<file path="config.mk">
export PLATFORM = sky130hd
export DESIGN_NAME = accel_shake_classifier_core
export DESIGN_NICKNAME = d
export VERILOG_FILES = /design/src/sv/acs_pkg.sv /design/src/sv/accel_shake_classifier_core.sv /design/src/sv/acs_cfg_regs.sv /design/src/sv/acs_digit_mul.sv
export SDC_FILE = /design/constraint.sdc
export NUM_CORES = 2
export LEC_CHECK = 0
export ABC_CLOCK_PERIOD_IN_PS = 17500
export BUFFER_PORTS_ARGS = -buffer_cell sky130_fd_sc_hd__buf_2
export CAP_MARGIN = 40
export CELL_PAD_IN_SITES_DETAIL_PLACEMENT = 0
export CELL_PAD_IN_SITES_GLOBAL_PLACEMENT = 1
export CORE_AREA = 2 2 370 372
export DETAILED_ROUTE_END_ITERATION = 7
export DIE_AREA = 0 0 372 374
export GPL_TIMING_DRIVEN = 0
export PLACE_DENSITY_LB_ADDON = 0.1
export SYNTH_ARGS = -nofsm -noshare
export SYNTH_HDL_FRONTEND = slang
export SYNTH_SLANG_ARGS = --single-unit
</file>
<file path="constraint.sdc">
create_clock -name clk -period 17.5 [get_ports clk]
set_input_delay 1.75 -clock clk [delete_from_list [all_inputs] [get_ports clk]]
set_output_delay 1.75 -clock clk [all_outputs]
set_load 0.01 [all_outputs]
</file>
<file path="src/sv/acs_pkg.sv">
// ----------------------------------------------------------------------------
// Shake classifier package
// Shared widths, configuration record, register map and result codes.
// ----------------------------------------------------------------------------
package acs_pkg;

  localparam int unsigned OPND_W = 28;
  localparam int unsigned PROD_W = 56;
  localparam int unsigned DIG_W  = 4;
  localparam int unsigned CNT_W  = 3;

  localparam logic [CNT_W-1:0] SHORT_DIGITS = 3'd4;
  localparam logic [CNT_W-1:0] LONG_DIGITS  = 3'd7;

  localparam int unsigned ADDR_W = 5;
  localparam int unsigned DATA_W = 32;

  localparam logic [2:0] REG_COOLDOWN = 3'd0;
  localparam logic [2:0] REG_AXIS     = 3'd1;
  localparam logic [2:0] REG_ONE_G    = 3'd2;
  localparam logic [2:0] REG_LIGHT    = 3'd3;
  localparam logic [2:0] REG_MEDIUM   = 3'd4;
  localparam logic [2:0] REG_HEAVY    = 3'd5;

  localparam logic [15:0] COOLDOWN_RST = 16'd3000;
  localparam logic [15:0] AXIS_RST     = 16'd35000;
  localparam logic [14:0] ONE_G_RST    = 15'd16384;
  localparam logic [11:0] LIGHT_RST    = 12'd512;
  localparam logic [11:0] MEDIUM_RST   = 12'd922;
  localparam logic [11:0] HEAVY_RST    = 12'd1331;

  localparam logic [1:0] LEVEL_NONE   = 2'd0;
  localparam logic [1:0] LEVEL_LIGHT  = 2'd1;
  localparam logic [1:0] LEVEL_MEDIUM = 2'd2;
  localparam logic [1:0] LEVEL_HEAVY  = 2'd3;

  typedef struct packed {
    logic [15:0] cooldown_ms;
    logic [15:0] axis_limit;
    logic [14:0] one_g_counts;
    logic [11:0] light_threshold;
    logic [11:0] medium_threshold;
    logic [11:0] heavy_threshold;
  } cfg_t;

endpackage

</file>
<file path="src/sv/accel_shake_classifier_core.sv">
// A suppressed or invalid sample or an over-limit axis goes from S_CHECK
// straight to S_DONE; any other sample is squared and compared first.
// One sample is in flight at a time, so a new sample is taken only once the
// last result is on the output; the sum of squares takes three passes of the
// 4-bit digit multiplier. After reset or a register write the next sample
// first refreshes the squared bounds. Synchronous reset.
// ----------------------------------------------------------------------------
// Accelerometer shake classifier
// Classifies the deviation of each sample's magnitude from 1 g against three
// thresholds and suppresses detections inside a cooldown window.
// ----------------------------------------------------------------------------
module accel_shake_classifier_core (
  input  logic                        clk,
  input  logic                        rst,
  // timestamp_ms[31:0], accel_x[47:32], accel_y[63:48], accel_z[79:64]
  input  logic [79:0]                 s_tdata,
  // sample_ok[0]
  input  logic                        s_tuser,
  input  logic                        s_tvalid,
  output logic                        s_tready,
  // shake_level[1:0], zeros above
  output logic [7:0]                  m_tdata,
  // in_cooldown[0]
  output logic                        m_tuser,
  output logic                        m_tvalid,
  input  logic                        m_tready,
  input  logic                        psel,
  input  logic                        penable,
  input  logic                        pwrite,
  input  logic [acs_pkg::ADDR_W-1:0]  paddr,
  input  logic [acs_pkg::DATA_W-1:0]  pwdata,
  output logic [acs_pkg::DATA_W-1:0]  prdata,
  output logic                        pready
);

  typedef enum logic [2:0] {
    S_IDLE, S_CHECK, S_BND, S_BNDW, S_SQ, S_SQW, S_CMP, S_DONE
  } state_t;

  state_t state;

  acs_pkg::cfg_t cfg;
  logic          cfg_wr;

  logic [31:0] now_r;
  logic        ok_r;
  logic [15:0] mag [3];
  logic [31:0] last_shake;
  logic        dirty;
  logic [1:0]  k;
  logic [1:0]  op;
  logic [1:0]  j;
  logic [27:0] tmp;
  logic [55:0] hi_sq [3];
  logic [55:0] lo_sq [3];
  logic [1:0]  level;
  logic        cool;
  logic [1:0]  out_level;
  logic        out_cool;

  logic                        mul_start;
  logic                        mul_accum;
  logic [acs_pkg::OPND_W-1:0]  mul_mcand;
  logic [acs_pkg::OPND_W-1:0]  mul_mplier;
  logic [acs_pkg::CNT_W-1:0]   mul_ndig;
  logic                        mul_done;
  logic [acs_pkg::PROD_W-1:0]  mul_product;

  logic [11:0] thr;
  logic [12:0] hi_fac;
  logic [10:0] lo_fac;
  logic [31:0] elapsed;
  logic        in_window;
  logic        over_axis;
  logic [55:0] s_scaled;
  logic        exceeds;
  logic        in_acc;
  logic        out_free;

  acs_cfg_regs u_regs (
    .clk     (clk),
    .rst     (rst),
    .psel    (psel),
    .penable (penable),
    .pwrite  (pwrite),
    .paddr   (paddr),
    .pwdata  (pwdata),
    .prdata  (prdata),
    .pready  (pready),
    .cfg     (cfg),
    .cfg_wr  (cfg_wr)
  );

  acs_digit_mul u_mul (
    .clk     (clk),
    .rst     (rst),
    .start   (mul_start),
    .accum   (mul_accum),
    .mcand   (mul_mcand),
    .mplier  (mul_mplier),
    .ndig    (mul_ndig),
    .done    (mul_done),
    .product (mul_product)
  );

  assign s_tready = (state == S_IDLE);
  assign in_acc   = s_tvalid && s_tready;
  assign out_free = !m_tvalid || m_tready;
  assign m_tdata  = {6'd0, out_level};
  assign m_tuser  = out_cool;

  always_comb begin
    unique case (k)
      2'd0:    thr = cfg.heavy_threshold;
      2'd1:    thr = cfg.medium_threshold;
      default: thr = cfg.light_threshold;
    endcase
  end

  assign hi_fac = 13'd1024 + 13'(thr);
  assign lo_fac = (thr < 12'd1024) ? (11'd1024 - 11'(thr[9:0])) : 11'd0;

  assign elapsed   = now_r - last_shake;
  assign in_window = elapsed < {16'd0, cfg.cooldown_ms};
  assign over_axis = (mag[0] > cfg.axis_limit) || (mag[1] > cfg.axis_limit) ||
                     (mag[2] > cfg.axis_limit);

  assign s_scaled = {4'd0, mul_product[31:0], 20'd0};
  assign exceeds  = (s_scaled > hi_sq[k]) || (s_scaled < lo_sq[k]);

  assign mul_start = (state == S_BND) || (state == S_SQ);

  always_comb begin
    mul_mcand  = '0;
    mul_mplier = '0;
    mul_ndig   = acs_pkg::SHORT_DIGITS;
    mul_accum  = 1'b0;
    if (state == S_SQ) begin
      mul_mcand  = 28'(mag[j]);
      mul_mplier = 28'(mag[j]);
      mul_accum  = (j != 2'd0);
    end else begin
      unique case (op)
        2'd0: begin
          mul_mcand  = 28'(cfg.one_g_counts);
          mul_mplier = 28'(hi_fac);
        end
        2'd2: begin
          mul_mcand  = 28'(cfg.one_g_counts);
          mul_mplier = 28'(lo_fac);
        end
        default: begin
          mul_mcand  = tmp;
          mul_mplier = tmp;
          mul_ndig   = acs_pkg::LONG_DIGITS;
        end
      endcase
    end
  end

  always_ff @(posedge clk) begin
    if (rst) begin
      state      <= S_IDLE;
      m_tvalid   <= 1'b0;
      last_shake <= '0;
      dirty      <= 1'b1;
      k          <= '0;
      op         <= '0;
      j          <= '0;
    end else begin
      if (m_tvalid && m_tready && (state != S_DONE)) begin
        m_tvalid <= 1'b0;
      end
      if (cfg_wr) begin
        dirty <= 1'b1;
      end
      unique case (state)
        S_IDLE: begin
          if (in_acc) begin
            now_r  <= s_tdata[31:0];
            ok_r   <= s_tuser;
            mag[0] <= s_tdata[47] ? 16'(~s_tdata[47:32] + 16'd1) : s_tdata[47:32];
            mag[1] <= s_tdata[63] ? 16'(~s_tdata[63:48] + 16'd1) : s_tdata[63:48];
            mag[2] <= s_tdata[79] ? 16'(~s_tdata[79:64] + 16'd1) : s_tdata[79:64];
            state  <= S_CHECK;
          end
        end
        S_CHECK: begin
          level <= acs_pkg::LEVEL_NONE;
          cool  <= 1'b0;
          k     <= '0;
          op    <= '0;
          j     <= '0;
          priority if (in_window) begin
            cool  <= 1'b1;
            state <= S_DONE;
          end else if (!ok_r) begin
            state <= S_DONE;
          end else if (over_axis) begin
            level <= acs_pkg::LEVEL_HEAVY;
            state <= S_DONE;
          end else if (dirty) begin
            state <= S_BND;
          end else begin
            state <= S_SQ;
          end
        end
        S_BND: begin
          state <= S_BNDW;
        end
        S_BNDW: begin
          if (mul_done) begin
            unique case (op)
              2'd1:    hi_sq[k] <= mul_product;
              2'd3:    lo_sq[k] <= mul_product;
              default: tmp      <= mul_product[27:0];
            endcase
            op <= op + 2'd1;
            if (op == 2'd3) begin
              if (k == 2'd2) begin
                k     <= '0;
                dirty <= 1'b0;
                state <= S_SQ;
              end else begin
                k     <= k + 2'd1;
                state <= S_BND;
              end
            end else begin
              state <= S_BND;
            end
          end
        end
        S_SQ: begin
          state <= S_SQW;
        end
        S_SQW: begin
          if (mul_done) begin
            if (j == 2'd2) begin
              k     <= '0;
              state <= S_CMP;
            end else begin
              j     <= j + 2'd1;
              state <= S_SQ;
            end
          end
        end
        S_CMP: begin
          if (exceeds) begin
            level <= 2'(acs_pkg::LEVEL_HEAVY - k);
            state <= S_DONE;
          end else if (k == 2'd2) begin
            state <= S_DONE;
          end else begin
            k <= k + 2'd1;
          end
        end
        S_DONE: begin
          if (out_free) begin
            m_tvalid  <= 1'b1;
            out_level <= level;
            out_cool  <= cool;
            if (level != acs_pkg::LEVEL_NONE) begin
              last_shake <= now_r;
            end
            state <= S_IDLE;
          end
        end
        default: state <= S_IDLE;
      endcase
    end
  end

endmodule

</file>
<file path="src/sv/acs_cfg_regs.sv">
// ----------------------------------------------------------------------------
// Shake classifier configuration registers
// Register file behind the peripheral bus port, with read back.
// ----------------------------------------------------------------------------
module acs_cfg_regs (
  input  logic                        clk,
  input  logic                        rst,
  input  logic                        psel,
  input  logic                        penable,
  input  logic                        pwrite,
  input  logic [acs_pkg::ADDR_W-1:0]  paddr,
  input  logic [acs_pkg::DATA_W-1:0]  pwdata,
  output logic [acs_pkg::DATA_W-1:0]  prdata,
  output logic                        pready,
  output acs_pkg::cfg_t               cfg,
  output logic                        cfg_wr
);

  logic [2:0] idx;
  logic       wr_en;

  assign pready = 1'b1;
  assign idx    = paddr[4:2];
  assign wr_en  = psel && penable && pwrite && pready;
  assign cfg_wr = wr_en;

  always_ff @(posedge clk) begin
    if (rst) begin
      cfg.cooldown_ms      <= acs_pkg::COOLDOWN_RST;
      cfg.axis_limit       <= acs_pkg::AXIS_RST;
      cfg.one_g_counts     <= acs_pkg::ONE_G_RST;
      cfg.light_threshold  <= acs_pkg::LIGHT_RST;
      cfg.medium_threshold <= acs_pkg::MEDIUM_RST;
      cfg.heavy_threshold  <= acs_pkg::HEAVY_RST;
    end else if (wr_en) begin
      unique case (idx)
        acs_pkg::REG_COOLDOWN: cfg.cooldown_ms      <= pwdata[15:0];
        acs_pkg::REG_AXIS:     cfg.axis_limit       <= pwdata[15:0];
        acs_pkg::REG_ONE_G:    cfg.one_g_counts     <= pwdata[14:0];
        acs_pkg::REG_LIGHT:    cfg.light_threshold  <= pwdata[11:0];
        acs_pkg::REG_MEDIUM:   cfg.medium_threshold <= pwdata[11:0];
        acs_pkg::REG_HEAVY:    cfg.heavy_threshold  <= pwdata[11:0];
        default: ;
      endcase
    end
  end

  always_comb begin
    unique case (idx)
      acs_pkg::REG_COOLDOWN: prdata = {16'd0, cfg.cooldown_ms};
      acs_pkg::REG_AXIS:     prdata = {16'd0, cfg.axis_limit};
      acs_pkg::REG_ONE_G:    prdata = {17'd0, cfg.one_g_counts};
      acs_pkg::REG_LIGHT:    prdata = {20'd0, cfg.light_threshold};
      acs_pkg::REG_MEDIUM:   prdata = {20'd0, cfg.medium_threshold};
      acs_pkg::REG_HEAVY:    prdata = {20'd0, cfg.heavy_threshold};
      default:               prdata = '0;
    endcase
  end

endmodule

</file>
<file path="src/sv/acs_digit_mul.sv">
// ----------------------------------------------------------------------------
// Shake classifier digit-serial multiplier
// Shift-and-add multiplier taking one 4-bit digit of the multiplier per
// cycle, with an option to add the new product to the previous result.
// ----------------------------------------------------------------------------
module acs_digit_mul (
  input  logic                        clk,
  input  logic                        rst,
  input  logic                        start,
  input  logic                        accum,
  input  logic [acs_pkg::OPND_W-1:0]  mcand,
  input  logic [acs_pkg::OPND_W-1:0]  mplier,
  input  logic [acs_pkg::CNT_W-1:0]   ndig,
  output logic                        done,
  output logic [acs_pkg::PROD_W-1:0]  product
);

  logic [acs_pkg::PROD_W-1:0] mc;
  logic [acs_pkg::OPND_W-1:0] mp;
  logic [acs_pkg::CNT_W-1:0]  cnt;
  logic                       busy;
  logic [acs_pkg::PROD_W-1:0] pp;

  always_comb begin
    pp = '0;
    for (int b = 0; b < acs_pkg::DIG_W; b++) begin
      if (mp[b]) begin
        pp = pp + (mc << b);
      end
    end
  end

  always_ff @(posedge clk) begin
    if (rst) begin
      busy <= 1'b0;
      done <= 1'b0;
    end else begin
      done <= !start && busy && (cnt == 3'd1);
      if (start) begin
        mc   <= {{(acs_pkg::PROD_W-acs_pkg::OPND_W){1'b0}}, mcand};
        mp   <= mplier;
        cnt  <= ndig;
        busy <= 1'b1;
        if (!accum) begin
          product <= '0;
        end
      end else if (busy) begin
        product <= product + pp;
        mc      <= mc << acs_pkg::DIG_W;
        mp      <= mp >> acs_pkg::DIG_W;
        cnt     <= cnt - 1'b1;
        if (cnt == 3'd1) begin
          busy <= 1'b0;
        end
      end
    end
  end

endmodule

</file>
==> flow_metrics.py <==
metrics = {
    "status": {
        "status": "finished clean",
    },
    "clock_network": {
        "tritoncts": "done",
        "cts_setup_buffers": 0,
        "cts_buffers": 83,
        "cts_hold_buf": 0,
        "cts.sinks": 726,
        "cts_root_buffer": "clkbuf_16",
        "clkLatencyLatePin_ps": 690,
        "htree_levels": 3,
        "ctsResizeCount": 0,
        "clockBufferDepth": 3,
        "clk_pin_slew_worst_paths_ps": 60,
    },
    "drt": {
        "viasPerCell": 5.32,
        "dr.pass1.iters": 6,
        "drtIter0Drc": 2498,
        "wl_per_cell_um": 22.3,
        "route.detailed.drc": 0,
        "routed_wl_um": 154000,
        "ant_nets": 0,
        "vias": 36700,
    },
    "floorplan": {
        "num_io_pins": 169,
        "core_um2": 135000,
        "initial_utilization": 0.348,
        "die_area_um2": 139000,
        "fp.dieW_um": 372,
        "core.rowCount": 135,
        "die_h_um": 374,
    },
    "timing": {
        "setup_violations": 0,
        "tns_ps": 0,
        "maxSlewViolCount": 0,
        "rsz0062_at_grt": "no",
        "fin_crit_ps": 13450,
        "finalHoldViolations": 0,
        "relSlewSlack": 0.379,
        "skew_ps": 22.2,
        "fmax_ghz": 0.0744,
        "tightest_slew_ps": 931,
        "post-route-period-util": 0.768,
    },
    "run": {
        "maxCapViolCount": 0,
    },
    "worst_setup_path": {
        "cp_common_cell": "o21ai_0",
        "r2r_slack_ps": 4050,
        "crit_path_top_delay_cell": "clkbuf_1",
        "reg2reg_depth": 53,
        "crit_required_ps": 18050,
        "crit_fanout": 12,
        "crit_type": "flop to flop",
        "end_kind": "flop",
        "cpPeakStageDelay_ps": 640,
        "worst_ep_arrival_time_ps": 13990,
        "crit_path_start_kind": "flop",
    },
    "yosys": {
        "syn_avg_cell_area_um2": 9.83,
        "synthCells": 4781,
        "yosys_warnings": 0,
        "ys_ff_latch": 726,
        "ys_types": 93,
        "ys_seq_area_frac": 0.436,
        "synth_area_um2": 47000,
        "synth-async-reset-ratio": 0,
        "synth_edf_count": 594,
        "ys.flop_type": "edfxtp_1",
    },
    "layout": {
        "drive_gt1_frac": 0.0904,
        "multi_input_area_um2": 25000,
        "syn2layout_area_growth_pct": 13.4,
        "fillCellCount": 13600,
        "ff_latch_area_um2": 20500,
        "fin_nets": 5560,
    },
    "global_routing": {
        "grt-ovfl-total": 0,
        "antenna_found_initial": 6,
        "grt_pass1_wl_um": 232000,
        "first_global_vias": 36600,
        "grt_max_degree": 56,
        "grt_usage": 0.219,
    },
    "placed_design": {
        "gp_congestion": 0.872,
        "hpwl_um": 119000,
        "numPortBuffers": 125,
    },
    "worst_hold_path": {
        "hp-class": "flop to flop",
        "hold_depth": 0,
    },
}
==> logic make-up (layout without fill, tap and decap cells) <==
family | after synthesis | count (layout) | synth area share
compound gates | 1361 | 1361 | 0.182
xor+xnor | 265 | 265 | 0.0497
fa+ha+maj | 392 | 392 | 0.105
buf+inv | 422 | 731 | 0.0359
flops | 726 | 726 | 0.436
mux | 219 | 219 | 0.0499
other cells | 2 | 28 | 0.000160
simple gates | 1394 | 1394 | 0.141
==> cell type report <==
type / count / share of cell area
tap: 1781 / 0.0418
sequential: 726 / 0.385
buffer: 235 / 0.0185
timing repair buffer: 159 / 0.0212
clock buffer: 106 / 0.0420
antenna: 5 / 0.000235
clock inverter: 44 / 0.0101
inverter: 187 / 0.0132
multi-input combinational: 3654 / 0.468
==> cell usage in the layout, fill, tap and decap left out, drive strengths merged, types with 13 or more instances in the layout <==
master,synthesis,final
edfxtp,594,594
a21oi,527,527
nand2,507,507
ha,384,384
nor2,342,342
clkbuf,176,283
o21ai,227,227
buf,59,217
a21o,200,200
inv,187,190
xnor2,171,171
dfxtp,132,132
mux2i,119,119
mux2,98,98
xor2,93,93
nand4,78,78
and2,70,70
nand3,66,66
nand2b,62,62
o21a,62,62
nor2b,50,50
nor3,41,41
o31ai,38,38
nor4,38,38
and3,38,38
o21bai,36,36
a211oi,33,33
a22o,31,31
a31oi,29,29
clkinv,0,29
conb,2,23
o211ai,21,21
nand3b,20,20
a211o,20,20
o22ai,17,17
and4,17,17
a21boi,16,16
a221oi,16,16
or3,13,13
==> state kept, by name, indices dropped and copies added, names as in the netlist, 2 cells and up, named ones only <==
signal / flops
out_level: 2
k: 2
u_regs.cfg: 83
mag: 48
level: 2
j: 2
u_mul.product: 56
now_r: 32
last_shake: 32
hi_sq: 168
tmp: 28
u_mul.mc: 56
lo_sq: 168
state: 3
u_mul.cnt: 3
u_mul.mp: 28
op: 2
==> final timing paths <==
check	from	to
setup / recovery	u_mul.mp[0]$_DFFE_PP_	u_mul.product[55]$_SDFFCE_PN0P_
hold / removal	cool$_DFFE_PP_	m_tuser$_DFFE_PP_
setup reg to reg	u_mul.mp[0]$_DFFE_PP_	u_mul.product[55]$_SDFFCE_PN0P_
hold reg to reg	cool$_DFFE_PP_	m_tuser$_DFFE_PP_
==> synthesized netlist by cell type, drive strengths merged (93+ instances only) <==
library cell    n  area, um2
mux2i         119       1190
xor2           93        815
mux2           98       1110
dfxtp         132       2640
nand2         507       1900
ha            384       4800
inv           187        702
o21ai         227       1140
nor2          342       1280
xnor2         171       1500
clkbuf        176        661
a21oi         527       2650
a21o          200       1500
edfxtp        594      17800
==> per-stage QoR <==
step                      utilization  setup WS [ps]  instances  area, um2  hold slack [ps]
after floorplan                     -           7580       4802      47100              400
after global placement          0.370           4050       6708      49900              401
after detailed placement        0.374           4120       6741      50500              407
after CTS                       0.395           4050       6891      53200              420
after global routing            0.395           2850       6893      53300              423
final                           0.395           4050       6897      53300              418
==> critical path: cells and delay by family, from the launching register on <==
kind	cells	cell delay (ps)
compound gates	24	5470
xor+xnor	4	810
fa+ha+maj	6	1890
buf+inv	5	2220
flops	1	520
mux	3	730
simple gates	11	1660
==> layer usage <==
layer	vias up	part of all wire	wire, um	GRT usage
li1	18100	-	-	-
met1	17800	0.46	71100	0.295
met2	602	0.49	75000	0.375
met3	149	0.031	4750	0.0258
met4	0	0.020	3060	0.0469
met5	-	0	0	0
Power is not shown: default switching activity piles up to over one toggle a cycle in this logic, so the estimate is an artifact.
